<file path="config.mk">
export PLATFORM = sky130hd
export DESIGN_NAME = nonpreemptive_process_scheduler
export DESIGN_NICKNAME = d
export VERILOG_FILES = /design/src/rtl/nps_pkg.sv /design/src/rtl/nps_ctrl.sv /design/src/rtl/nps_dpath.sv /design/src/rtl/nonpreemptive_process_scheduler.sv
export VERILOG_INCLUDE_DIRS = /design/src /design/src/rtl
export SDC_FILE = /design/constraint.sdc
export NUM_CORES = 1
export LEC_CHECK = 0
export ABC_AREA = 1
export CORE_MARGIN = 2
export CORE_UTILIZATION = 40
export DETAILED_ROUTE_END_ITERATION = 12
export DONT_BUFFER_PORTS = 1
export GPL_TIMING_DRIVEN = 1
export PLACE_DENSITY = 0.62
export SYNTH_ARGS = -nofsm -noshare
export SYNTH_HDL_FRONTEND = slang
export SYNTH_SLANG_ARGS = --single-unit
</file>
<file path="constraint.sdc">
create_clock -name i_clk -period 4.1 [get_ports i_clk]
set_input_delay 0.205 -clock i_clk [delete_from_list [all_inputs] [get_ports i_clk]]
set_output_delay 0.205 -clock i_clk [all_outputs]
set_load 0.05 [all_outputs]
</file>
<file path="src/rtl/nonpreemptive_process_scheduler_assert.svh">
// Assertion macros shared by the scheduler RTL.
`ifndef NONPREEMPTIVE_PROCESS_SCHEDULER_ASSERT_SVH
`define NONPREEMPTIVE_PROCESS_SCHEDULER_ASSERT_SVH

// Same-cycle implication, checked out of reset.
`define NPS_ASSERT_SAME(label, clk, rst_n, ante, cons) \
    label: assert property (@(posedge clk) disable iff (!rst_n) (ante) |-> (cons)) \
        else $error("nps assertion failed");

// Next-cycle implication, checked out of reset.
`define NPS_ASSERT_NEXT(label, clk, rst_n, ante, cons) \
    label: assert property (@(posedge clk) disable iff (!rst_n) (ante) |=> (cons)) \
        else $error("nps assertion failed");

`endif

</file>
<file path="src/rtl/nps_pkg.sv">
// Package: shared types, policy codes and the dispatch ordering function.
`default_nettype none

package nps_pkg;

    localparam int MAX_PROCS_DEF = 16;

    localparam logic [1:0] POL_FCFS = 2'd0;
    localparam logic [1:0] POL_SJF  = 2'd1;
    localparam logic [1:0] POL_PRIO = 2'd2;

    typedef logic [1:0]  t_policy;
    typedef logic [15:0] t_tick;
    typedef logic [7:0]  t_prio;
    typedef logic [3:0]  t_pid;
    typedef logic [20:0] t_time;
    typedef logic [19:0] t_span;

    typedef struct packed {
        t_tick arr;
        t_tick burst;
        t_prio prio;
    } t_rec;

    typedef struct packed {
        logic load;
        logic scan_init;
        logic scan_issue;
        logic pick;
        logic clear;
    } t_cmd;

    typedef struct packed {
        logic scan_done;
        logic last_pick;
    } t_stat;

    // True if record a goes ahead of record b; ties on every key give false,
    // so the lower id (seen first in the scan) wins.
    function automatic logic better(input t_policy pol, input t_rec a, input t_rec b);
        logic res;
        res = 1'b0;
        case (pol)
            POL_SJF: begin
                if (a.burst != b.burst) res = (a.burst < b.burst);
                else res = (a.arr < b.arr);
            end
            POL_PRIO: begin
                if (a.prio != b.prio) res = (a.prio > b.prio);
                else if (a.arr != b.arr) res = (a.arr < b.arr);
                else res = (a.burst < b.burst);
            end
            default: begin
                if (a.arr != b.arr) res = (a.arr < b.arr);
                else res = (a.burst < b.burst);
            end
        endcase
        return res;
    endfunction

endpackage

`default_nettype wire

</file>
<file path="src/rtl/nps_ctrl.sv">
// Controller: load, scan, pick and result sequencing.
`default_nettype none

`include "nonpreemptive_process_scheduler_assert.svh"

module nps_ctrl (
    input  wire logic          i_clk,
    input  wire logic          i_rst_n,
    input  wire logic          i_in_valid,
    input  wire logic          i_last_process,
    input  wire logic          i_out_ready,
    input  wire nps_pkg::t_stat i_stat,
    output nps_pkg::t_cmd      o_cmd,
    output logic               o_in_ready,
    output logic               o_out_valid
);

    localparam logic [1:0] S_LOAD = 2'd0;
    localparam logic [1:0] S_SCAN = 2'd1;
    localparam logic [1:0] S_PICK = 2'd2;
    localparam logic [1:0] S_OUT  = 2'd3;

    logic [1:0] r_state;
    logic [1:0] n_state;

    always_comb begin
        n_state     = r_state;
        o_cmd       = '0;
        o_in_ready  = (r_state == S_LOAD);
        o_out_valid = (r_state == S_OUT);
        unique case (r_state)
            S_LOAD: begin
                if (i_in_valid) begin
                    o_cmd.load = 1'b1;
                    if (i_last_process) begin
                        o_cmd.scan_init = 1'b1;
                        n_state         = S_SCAN;
                    end
                end
            end
            S_SCAN: begin
                o_cmd.scan_issue = 1'b1;
                if (i_stat.scan_done) begin
                    n_state = S_PICK;
                end
            end
            S_PICK: begin
                o_cmd.pick = 1'b1;
                n_state    = S_OUT;
            end
            S_OUT: begin
                if (i_out_ready) begin
                    if (i_stat.last_pick) begin
                        o_cmd.clear = 1'b1;
                        n_state     = S_LOAD;
                    end else begin
                        o_cmd.scan_init = 1'b1;
                        n_state         = S_SCAN;
                    end
                end
            end
            default: begin
                n_state = S_LOAD;
            end
        endcase
    end

    always_ff @(posedge i_clk) begin
        if (!i_rst_n) begin
            r_state <= S_LOAD;
        end else begin
            r_state <= n_state;
        end
    end

    `NPS_ASSERT_SAME(a_no_load_while_out, i_clk, i_rst_n, o_out_valid, !o_in_ready)
    `NPS_ASSERT_NEXT(a_pick_shows_result, i_clk, i_rst_n, o_cmd.pick, o_out_valid)

endmodule

`default_nettype wire

</file>
<file path="src/rtl/nps_dpath.sv">
// Datapath: record memory, scan compare, run clock and result registers.
`default_nettype none

`include "nonpreemptive_process_scheduler_assert.svh"

module nps_dpath #(
    parameter int MAX_PROCS = nps_pkg::MAX_PROCS_DEF
) (
    input  wire logic             i_clk,
    input  wire logic             i_rst_n,
    input  wire nps_pkg::t_cmd    i_cmd,
    output nps_pkg::t_stat        o_stat,
    input  wire logic             i_cfg_we,
    input  wire nps_pkg::t_policy i_cfg_policy,
    input  wire nps_pkg::t_tick   i_arrival_time,
    input  wire nps_pkg::t_tick   i_burst_time,
    input  wire nps_pkg::t_prio   i_priority_req,
    output nps_pkg::t_pid         o_process_id,
    output nps_pkg::t_time        o_start_time,
    output nps_pkg::t_time        o_completion_time,
    output nps_pkg::t_span        o_turnaround_time,
    output nps_pkg::t_span        o_waiting_time,
    output nps_pkg::t_span        o_response_time,
    output logic                  o_last_result
);

    localparam int IDX_W = (MAX_PROCS > 1) ? $clog2(MAX_PROCS) : 1;
    localparam int CNT_W = $clog2(MAX_PROCS + 1);
    // Room for every burst stacked after the latest arrival.
    localparam int CLK_W = 17 + $clog2(MAX_PROCS);

    nps_pkg::t_rec r_mem [MAX_PROCS];
    nps_pkg::t_rec r_rd_data;

    nps_pkg::t_policy   r_policy;
    logic [CNT_W-1:0]   r_count;
    logic [CNT_W-1:0]   r_picks;
    logic [CNT_W-1:0]   r_idx;
    logic [CLK_W-1:0]   r_clock;
    logic [MAX_PROCS-1:0] r_done;
    logic               r_cmp_valid;
    logic [IDX_W-1:0]   r_cmp_idx;

    // Best arrived candidate and best of the earliest-arrival group.
    logic               r_fa;
    nps_pkg::t_rec      r_ba;
    logic [IDX_W-1:0]   r_ba_idx;
    logic               r_fe;
    nps_pkg::t_rec      r_be;
    logic [IDX_W-1:0]   r_be_idx;

    nps_pkg::t_pid      r_pid;
    nps_pkg::t_time     r_start;
    nps_pkg::t_time     r_comp;
    nps_pkg::t_span     r_tat;
    nps_pkg::t_span     r_resp;
    logic               r_last;

    logic               n_store;
    logic               n_issue;
    logic               n_undone;
    logic               n_take_a;
    logic               n_take_e;
    nps_pkg::t_rec      n_rec;
    logic [IDX_W-1:0]   n_pick_idx;
    logic [CLK_W-1:0]   n_start;
    logic [CLK_W-1:0]   n_comp;
    logic [CLK_W-1:0]   n_resp;
    logic [CLK_W-1:0]   n_tat;

    always_comb begin
        n_store  = i_cmd.load && (r_count < CNT_W'(MAX_PROCS));
        n_issue  = i_cmd.scan_issue && (r_idx < r_count);
        n_undone = r_cmp_valid && !r_done[r_cmp_idx];
        n_take_a = n_undone && (CLK_W'(r_rd_data.arr) <= r_clock) &&
                   (!r_fa || nps_pkg::better(r_policy, r_rd_data, r_ba));
        n_take_e = n_undone &&
                   (!r_fe || (r_rd_data.arr < r_be.arr) ||
                    ((r_rd_data.arr == r_be.arr) &&
                     nps_pkg::better(r_policy, r_rd_data, r_be)));
        // Nothing arrived: jump the clock to the earliest group's arrival.
        n_rec      = r_fa ? r_ba : r_be;
        n_pick_idx = r_fa ? r_ba_idx : r_be_idx;
        n_start    = r_fa ? r_clock : CLK_W'(r_be.arr);
        n_comp     = n_start + CLK_W'(n_rec.burst);
        n_resp     = n_start - CLK_W'(n_rec.arr);
        n_tat      = n_comp - CLK_W'(n_rec.arr);
    end

    always_ff @(posedge i_clk) begin
        if (n_store) begin
            r_mem[r_count[IDX_W-1:0]] <= '{arr: i_arrival_time, burst: i_burst_time,
                                           prio: i_priority_req};
        end
        if (n_issue) begin
            r_rd_data <= r_mem[r_idx[IDX_W-1:0]];
        end
    end

    always_ff @(posedge i_clk) begin
        if (!i_rst_n) begin
            r_policy    <= nps_pkg::POL_FCFS;
            r_count     <= '0;
            r_picks     <= '0;
            r_idx       <= '0;
            r_clock     <= '0;
            r_done      <= '0;
            r_cmp_valid <= 1'b0;
            r_fa        <= 1'b0;
            r_fe        <= 1'b0;
        end else begin
            if (i_cfg_we) begin
                r_policy <= i_cfg_policy;
            end
            if (n_store) begin
                r_count <= r_count + 1'b1;
            end
            r_cmp_valid <= n_issue;
            if (n_issue) begin
                r_idx     <= r_idx + 1'b1;
                r_cmp_idx <= r_idx[IDX_W-1:0];
            end
            if (n_take_a) begin
                r_fa     <= 1'b1;
                r_ba     <= r_rd_data;
                r_ba_idx <= r_cmp_idx;
            end
            if (n_take_e) begin
                r_fe     <= 1'b1;
                r_be     <= r_rd_data;
                r_be_idx <= r_cmp_idx;
            end
            if (i_cmd.scan_init) begin
                r_idx <= '0;
                r_fa  <= 1'b0;
                r_fe  <= 1'b0;
            end
            if (i_cmd.pick) begin
                r_done[n_pick_idx] <= 1'b1;
                r_clock            <= n_comp;
                r_picks            <= r_picks + 1'b1;
            end
            if (i_cmd.clear) begin
                r_count <= '0;
                r_picks <= '0;
                r_idx   <= '0;
                r_clock <= '0;
                r_done  <= '0;
            end
        end
    end

    always_ff @(posedge i_clk) begin
        if (i_cmd.pick) begin
            r_pid   <= nps_pkg::t_pid'(n_pick_idx);
            r_start <= nps_pkg::t_time'(n_start);
            r_comp  <= nps_pkg::t_time'(n_comp);
            r_tat   <= nps_pkg::t_span'(n_tat);
            r_resp  <= nps_pkg::t_span'(n_resp);
            r_last  <= ((r_picks + 1'b1) == r_count);
        end
    end

    assign o_stat.scan_done = (r_idx == r_count) && !r_cmp_valid;
    assign o_stat.last_pick = r_last;

    assign o_process_id      = r_pid;
    assign o_start_time      = r_start;
    assign o_completion_time = r_comp;
    assign o_turnaround_time = r_tat;
    assign o_waiting_time    = r_resp;
    assign o_response_time   = r_resp;
    assign o_last_result     = r_last;

    `NPS_ASSERT_SAME(a_idx_bound, i_clk, i_rst_n, 1'b1, r_idx <= r_count)
    `NPS_ASSERT_SAME(a_pick_undone, i_clk, i_rst_n, i_cmd.pick, !r_done[n_pick_idx])

endmodule

`default_nettype wire

</file>
<file path="src/rtl/nonpreemptive_process_scheduler.sv">
// Top level: non-preemptive FCFS / SJF / priority scheduler.
`default_nettype none

// Process records are loaded one per cycle (ids are load order, records past
// MAX_PROCS are dropped). The record marked last starts the run: the block
// then produces one result per loaded process in dispatch order and accepts
// no new record until the final result is taken. Every pick scans the record
// memory one entry per cycle through its single read port, then the pick state
// registers the result. The policy register may be written whenever the block
// is idle; code three acts as FCFS.
module nonpreemptive_process_scheduler #(
    parameter int MAX_PROCS = nps_pkg::MAX_PROCS_DEF
) (
    input  wire logic            i_clk,
    input  wire logic            i_rst_n,
    input  wire logic            i_cfg_valid,
    output logic                 o_cfg_ready,
    input  wire nps_pkg::t_policy i_cfg_policy,
    input  wire logic            i_in_valid,
    output logic                 o_in_ready,
    input  wire nps_pkg::t_tick  i_arrival_time,
    input  wire nps_pkg::t_tick  i_burst_time,
    input  wire nps_pkg::t_prio  i_priority_req,
    input  wire logic            i_last_process,
    output logic                 o_out_valid,
    input  wire logic            i_out_ready,
    output nps_pkg::t_pid        o_process_id,
    output nps_pkg::t_time       o_start_time,
    output nps_pkg::t_time       o_completion_time,
    output nps_pkg::t_span       o_turnaround_time,
    output nps_pkg::t_span       o_waiting_time,
    output nps_pkg::t_span       o_response_time,
    output logic                 o_last_result
);

    nps_pkg::t_cmd  w_cmd;
    nps_pkg::t_stat w_stat;

    assign o_cfg_ready = 1'b1;

    nps_ctrl u_ctrl (
        .i_clk          (i_clk),
        .i_rst_n        (i_rst_n),
        .i_in_valid     (i_in_valid),
        .i_last_process (i_last_process),
        .i_out_ready    (i_out_ready),
        .i_stat         (w_stat),
        .o_cmd          (w_cmd),
        .o_in_ready     (o_in_ready),
        .o_out_valid    (o_out_valid)
    );

    nps_dpath #(
        .MAX_PROCS (MAX_PROCS)
    ) u_dpath (
        .i_clk             (i_clk),
        .i_rst_n           (i_rst_n),
        .i_cmd             (w_cmd),
        .o_stat            (w_stat),
        .i_cfg_we          (i_cfg_valid),
        .i_cfg_policy      (i_cfg_policy),
        .i_arrival_time    (i_arrival_time),
        .i_burst_time      (i_burst_time),
        .i_priority_req    (i_priority_req),
        .o_process_id      (o_process_id),
        .o_start_time      (o_start_time),
        .o_completion_time (o_completion_time),
        .o_turnaround_time (o_turnaround_time),
        .o_waiting_time    (o_waiting_time),
        .o_response_time   (o_response_time),
        .o_last_result     (o_last_result)
    );

endmodule

`default_nettype wire

</file>
==> results of run 1 <==
==> through the flow <==
stage               util [%]  hold WS (ps)  worst slack, ps
floorplan                  -           304             96.8
global placement        42.2           305             71.8
detailed placement      42.2           305             72.2
CTS                     45.7          3.14             66.9
global route            45.8          26.1             15.4
finish                  45.8          44.0              297
==> registers in the layout, indices dropped and copies added (netlist names), 5 cells and up <==
| signal | count |
|---|---|
| u_dpath.o_turnaround_time | 20 |
| u_dpath.r_count | 5 |
| u_dpath.r_rd_data | 40 |
| u_dpath.r_done | 16 |
| u_dpath.r_mem | 640 |
| u_dpath.r_ba | 40 |
| u_dpath.r_be | 40 |
| u_dpath.r_picks | 5 |
| u_dpath.r_clock | 21 |
| u_dpath.o_start_time | 21 |
| u_dpath.o_completion_time | 21 |
| u_dpath.r_idx | 5 |
| u_dpath.o_response_time | 20 |
==> power by group <==
part	leakage [nW]	total (W)	switching (W)	internal [W]
sequential	8.25	0.0124	0.00121	0.0112
combinational	6.12	0.00402	0.00275	0.00127
clock	1.45	0.00833	0.00353	0.00480
total	15.8	0.0248	0.00749	0.0173
==> Yosys cell counts (3+ instances only) <==
| master | count | share of area (%) |
|---|---|---|
| nand2_1 | 324 | 3.0 |
| nand2_2 | 3 | 0.047 |
| o32ai_1 | 97 | 2.1 |
| xor2_1 | 35 | 0.77 |
| or2_1 | 3 | 0.047 |
| edfxtp_1 | 859 | 65 |
| clkbuf_1 | 95 | 0.89 |
| buf_4 | 28 | 0.53 |
| nand3_1 | 105 | 1.3 |
| o21ai_1 | 8 | 0.10 |
| or2_2 | 5 | 0.078 |
| nand4_1 | 25 | 0.39 |
| a21o_1 | 6 | 0.11 |
| buf_2 | 22 | 0.28 |
| nor2_1 | 477 | 4.5 |
| nand3b_1 | 4 | 0.075 |
| o21bai_1 | 21 | 0.39 |
| dfxtp_1 | 59 | 3.0 |
| mux2i_1 | 64 | 1.6 |
| clkinv_1 | 3 | 0.028 |
| buf_6 | 10 | 0.28 |
| o211ai_1 | 24 | 0.45 |
| nor3_1 | 15 | 0.19 |
| a21oi_1 | 166 | 2.1 |
| o221ai_1 | 66 | 1.4 |
| xnor2_1 | 18 | 0.39 |
| a31oi_1 | 6 | 0.094 |
| o21ai_2 | 4 | 0.088 |
| buf_1 | 4 | 0.038 |
| o21a_1 | 3 | 0.056 |
| o21ai_0 | 245 | 3.1 |
| ha_1 | 161 | 5.0 |
| fa_1 | 3 | 0.15 |
| inv_1 | 233 | 2.2 |
==> kinds of logic (layout without fill, tap and decap cells) <==
group / Yosys count / count (layout) / share of synthesized area (%)
mux: 64 / 64 / 1.60
fa+ha+maj: 164 / 164 / 5.20
other cells: 1 / 2 / 0.00939
xor+xnor: 53 / 53 / 1.16
simple gates: 971 / 971 / 9.88
buf+inv: 400 / 528 / 4.34
compound gates: 657 / 657 / 10.2
flops: 918 / 918 / 67.6
==> worst max path at each step <==
stage / startpoint / endpoint / slack, ps / cells after the start
after global routing: u_dpath.r_fa / u_dpath.o_turnaround_time[19] / 20 / 22
after global placement: u_dpath.r_fa / u_dpath.o_turnaround_time[18] / 70 / 19
final: u_dpath.r_fa / u_dpath.o_turnaround_time[17] / 300 / 20
after CTS: u_dpath.r_fa / u_dpath.o_turnaround_time[16] / 70 / 19
after detailed placement: u_dpath.r_fa / u_dpath.o_turnaround_time[18] / 70 / 19
after floorplan: u_dpath.r_fa / u_dpath.o_turnaround_time[19] / 100 / 24
==> layer usage <==
metal	vias up	part of all wire, %
met4	12	2.7
li1	11800	-
met2	804	48
met5	-	0.078
met3	166	6.1
met1	12400	43
==> layout make-up <==
cell class              instances  area [um^2]  share of cell area, %
flip-flops and latches        918        27000                   59.7
multi-input cells            1910        11400                   25.2
clock buffers                 118         2480                   5.49
well taps                    1287         1610                   3.56
repair buffers                118         1310                   2.90
inverters                     239          910                   2.01
clock inverters                53          502                   1.11
diodes                          1         2.50                0.00553
==> layout by cell type, fill, tap and decap left out, types with 64 or more instances in the layout <==
cell and n:
o21ai_0 240, nand2_1 324, clkbuf_16 95, inv_1 231, mux2i_1 64, o221ai_1 66, o32ai_1 97, a21oi_1 161
edfxtp_1 859, ha_1 160, nor2_1 459, nand3_1 105
==> tightest hold or removal path: cells and delay by family <==
family,cells,cell delay (ps)
AND/OR/NAND/NOR,2,130
buffers and inverters,1,190
==> repair_timing <==
action | in CTS | in global routing
hold endpoints to repair | 670 | 0
setup buffers | 0 | 2
gates resized for setup | 0 | 17
setup endpoints to repair | 0 | 5
hold buffers | 48 | 0
==> results.yml, run 1 <==
sta:
  grt_setup_unrepaired: "false"
  worst_slew_margin_rel_pct: 32.9
  skew_ps: 46.1
  drv_slew: 0
  final.min_clock_period_ps: 3800
  fin_crit_sh_pct: 92.8
  fin_tns_setup_ps: 0
  worst_pin_slew_ps: 1010
  hold_viol: 0
  setup_violations: 0
  fmax_mhz: 263
grt:
  grt_pass1_wl_mm: 147
  grt_util_met3_pct: 2.99
  antenna_found_initial: 9
  grt_max_degree: 140
  busiest_layer: "met2"
  met1_usage_pct: 25.1
  grt_pass1_vias: 24200
  track_usage_pct: 18.8
  use_met2_pct: 31.4
  grt.overflow.total: 0
drt:
  drc_errors: 0
  ant_nets: 0
  vias: 25200
  first_pass_iters: 5
  drt-initial-drc-count: 2257
  vias_per_cell: 5.42
  wl_mm: 97.3
  wl_per_cell_um: 21.0
logic_synthesis:
  syn_inst: 3228
  yosysUniqueCellTypes: 55
  synth_nets: 3440
  yosys_warnings: 0
  yosys_register_bits: 918
  synth_area_mm2: 0.0399
  synth_area_per_cell_um2: 12.4
  synth_edf_count: 859
  ys_seq_area_share_pct: 67.6
  synthFlopType: "edfxtp_1"
  async_flop_share_pct: 0
critical_path:
  rr_startpoint: "u_dpath.r_fa"
  crit_type: "flop to flop"
  setup.worst_path.start_class: "flop"
  required_ps: 4510
  ff2ff_setup_slack_ps: 300
  crit_slowest_cell: "fa_1"
  cp_num_buf_inv: 4
  crit_fanout: 9
  r2r-end: "u_dpath.o_turnaround_time[17]"
  max_stage_delay_ps: 440
  crit_family: "simple AND/OR/NAND/NOR gates"
  cp_cell_sequence: "buf_6 -> nor2_1 -> a21oi_1 -> buf_4 -> fa_1 -> nand3b_1 -> nand2_1 -> buf_4 -> nand3_1 -> nand2_1 -> a21oi_1 -> xnor2_1 -> ha_1 -> nand2_1 -> nor2_1 -> a21oi_1 -> a21boi_1 -> nor2_2 -> buf_4 -> xor2_1"
  cp-end-kind: "flop"
  worstPathArrival_ps: 4220
  worstRegToRegCells: 20
cells_and_area:
  fin_area_mm2: 0.0452
  area_growth_pct: 13.2
  fillers: 8795
  drive_gt1_share_pct: 7.48
  final_nets: 3494
  layout.cells.non_filler: 4644
clock_network:
  root_buffer: "clkbuf_16"
  cts_tree: "done"
  numCtsBuffers: 95
  clockBufferDepth: 3
  path_clk_slew_ps: 60
  cts_sinks: 918
  clk_latency_ps: 670
  h-tree-depth: 3
place:
  place_area_mm2: 0.0417
  gp_congestion: 0.939
  placed_cells_incl_taps: 4422
  io_buffers: 0
  dp_hpwl_mm: 58.2
floorplanning:
  start_util_pct: 40.4
  io_pins: 158
  die_h_um: 320
  coreArea_mm2: 0.0987
  die_area_mm2: 0.102
  die_w_um: 320
  placementRows: 115
pwr:
  powerDensity_mw_per_mm2: 547
  p_leak_nw: 15.8
  p_total_w: 0.0248
  ir_drop_mv: 0.331
min_path:
  min_path_type: "input port to flop"
  whs_endpoint: "u_dpath.r_ba[1]"
  min_from: "i_rst_n"
  min_path_cells: 3
job:
  cap_violations: 0
run_status:
  status: "finished clean"
No activity file was read; power rests on OpenSTA's default activity.
==> run 2, diff against run 1 <==
--- a/config.mk
+++ b/config.mk
@@ -12,7 +12,8 @@
 export DETAILED_ROUTE_END_ITERATION = 12
 export DONT_BUFFER_PORTS = 1
 export GPL_TIMING_DRIVEN = 1
-export PLACE_DENSITY = 0.62
+export PLACE_DENSITY = 0.6
+export REMOVE_ABC_BUFFERS = 1
 export SYNTH_ARGS = -nofsm -noshare
 export SYNTH_HDL_FRONTEND = slang
 export SYNTH_SLANG_ARGS = --single-unit
==> constraint.sdc (replaced) <==
create_clock -name i_clk -period 3.6 [get_ports i_clk]
set_input_delay 0.18 -clock i_clk [delete_from_list [all_inputs] [get_ports i_clk]]
set_output_delay 0.18 -clock i_clk [all_outputs]
set_load 0.05 [all_outputs]
==> results.yml, run 2 (synthesis gave the netlist of run 1 again) <==
run_status:
  status: "finished clean"
critical_path:
  cp_cell_sequence: "buf_12 -> clkinv_8 -> nand2_2 -> nand2_2 -> ha_4 -> inv_2 -> fa_2 -> nand3b_1 -> nand2_2 -> buf_6 -> nand3_4 -> nand2_4 -> a21oi_4 -> xnor2_1 -> ha_2 -> a21oi_2 -> o21ai_2 -> a21oi_2 -> a21boi_2 -> nor2_2 -> buf_4 -> xor2_1"
  critPathLaunch: "u_dpath.r_fa"
  crit_family: "adder cells"
  cp-end-kind: "flop"
  cp_num_buf_inv: 5
  rr_startpoint: "u_dpath.r_fa"
  crit_slowest_cell: "ha_2"
  crit_fanout: 7
  setup.worst_path.start_class: "flop"
  required_ps: 4020
  max_stage_delay_ps: 400
  r2r-end: "u_dpath.o_turnaround_time[17]"
  path_common_cell: "nand2_2"
  crit_type: "flop to flop"
  ff2ff_setup_slack_ps: 40
  worstRegToRegCells: 22
  worstPathArrival_ps: 3990
pwr:
  p_comb_share_pct: 18.3
  p_switching_w: 0.00882
  p_leak_nw: 16.6
  powerDensity_mw_per_mm2: 615
  p_sw_share_pct: 30.5
  p_clk_share_pct: 32.8
  p_int_w: 0.0201
  ir_drop_mv: 0.392
  seq_power_share_pct: 48.9
grt:
  grt_pass1_wl_mm: 150
  track_usage_pct: 19.1
  grt_pass1_vias: 24700
  grt_max_degree: 191
  antenna_found_initial: 12
  grt.overflow.total: 0
sta:
  setup_violations: 0
  setup_ws_ps: 35.1
  hold_viol: 0
  skew_ps: 32.3
  worst_slew_margin_rel_pct: 32.6
  fmax_mhz: 281
  final.min_clock_period_ps: 3560
  drv_slew: 0
  fin_crit_sh_pct: 99.0
  grt_setup_unrepaired: "true"
  worst_pin_slew_ps: 1010
cells_and_area:
  final_nets: 3623
  area_growth_pct: 17.7
  seq_area_mm2: 0.0270
  drive_gt1_share_pct: 14.0
  multiInputGateArea_mm2: 0.0121
  largest_reg_flops: 640
  final_cell_mix: "859 x edfxtp_1, 450 x nor2_1, 299 x nand2_1"
  final_common_cell: "edfxtp_1"
  layout.cells.non_filler: 4784
  fin_util_pct: 47.6
  fillers: 8678
min_path:
  min_path_type: "input port to flop"
  min_path_cells: 3
  whs_endpoint: "u_dpath.r_ba[30]"
  min_from: "i_rst_n"
clock_network:
  clk_latency_ps: 680
  path_clk_slew_ps: 70
  numCtsBuffers: 96
  cts_sinks: 918
  root_buffer: "clkbuf_16"
  h-tree-depth: 3
  cts_tree: "done"
  clockBufferDepth: 3
floorplanning:
  die_area_mm2: 0.102
  placementRows: 115
  coreArea_mm2: 0.0987
  start_util_pct: 40.4
  die_h_um: 320
  io_pins: 158
  die_w_um: 320
place:
  io_buffers: 0
  pre_cts_ws_ps: -252
  dp_hpwl_mm: 58.8
  placed_cells_incl_taps: 4525
  gp_congestion: 0.878
drt:
  vias_per_cell: 5.38
  ant_nets: 0
  drc_errors: 0
  wl_per_cell_um: 21.1
  drt-initial-drc-count: 2155
  vias: 25700
  first_pass_iters: 7
  wl_mm: 101
job:
  cap_violations: 0
## run 2: cell types whose count changed in the layout (fill, tap and decap cells not counted), sizes merged
cell	previous run	this run
bufinv	8	6
clkinv	41	44
diode	1	5
clkinvlp	1	2
buf	70	196
clkbuf	118	126
## run 2: how the worst max path moves through the flow
stage               slack, ps                            end  cells after the start
floorplan               -9430               u_dpath.r_idx[4]                      8
CTS                       0.4  u_dpath.o_turnaround_time[17]                     20
global route             -160  u_dpath.o_turnaround_time[17]                     22
detailed placement       -250  u_dpath.o_turnaround_time[18]                     20
finish                     40  u_dpath.o_turnaround_time[17]                     22
global placement         -200  u_dpath.o_turnaround_time[18]                     20
## run 2: area by class of cell
class | instances | share of cell area (%)
flip-flops and latches | 918 | 57.4
multi-input cells | 1910 | 25.8
clock buffers | 124 | 5.40
repair buffers | 246 | 4.98
well taps | 1287 | 3.43
inverters | 239 | 1.96
clock inverters | 55 | 0.988
diodes | 5 | 0.0266
## run 2: through the flow
stage	cell area [um^2]	setup TNS, ps	total power (W)	hold WS [ps]
global route	47000	-764	0.0301	52.6
floorplan	39100	-1050860	0.0174	279
finish	47000	0	0.0289	50.5
detailed placement	42400	-1050	0.0191	280
CTS	46100	0	0.0288	11.8
global placement	42400	-766	0.0190	280
## run 2: worst min-delay path: stages
cell     delay, ps
nand2_1         90
nor2_4          40
buf_4          220
## run 2: per-layer routing
metal	up-vias	wire length [um]	part of all wire (%)	global-route usage [%]
met1	12700	44200	44	25.8
li1	12100	-	-	-
met4	6	2370	2.3	5.80
met3	144	5840	5.8	2.84
met2	773	48400	48	32.0
met5	-	34	0.034	0
## run 2: power groups by stage
stage	registers, W	logic (W)	clock network, W
after global placement	0.0143	0.00468	0
after CTS	0.0141	0.00499	0.00971
after detailed placement	0.0143	0.00473	0
final	0.0141	0.00528	0.00949
after global routing	0.0142	0.00583	0.0101
after floorplan	0.0144	0.00296	0
## run 2: timing repair
action                                  CTS  global route
endpoints found under the setup margin    9            11
hold buffers                             48             0
gates cloned                              0             2
gates resized for setup                  43           151
endpoints found under the hold margin   660             0
setup buffers                             6            20
pin swaps                                16            66
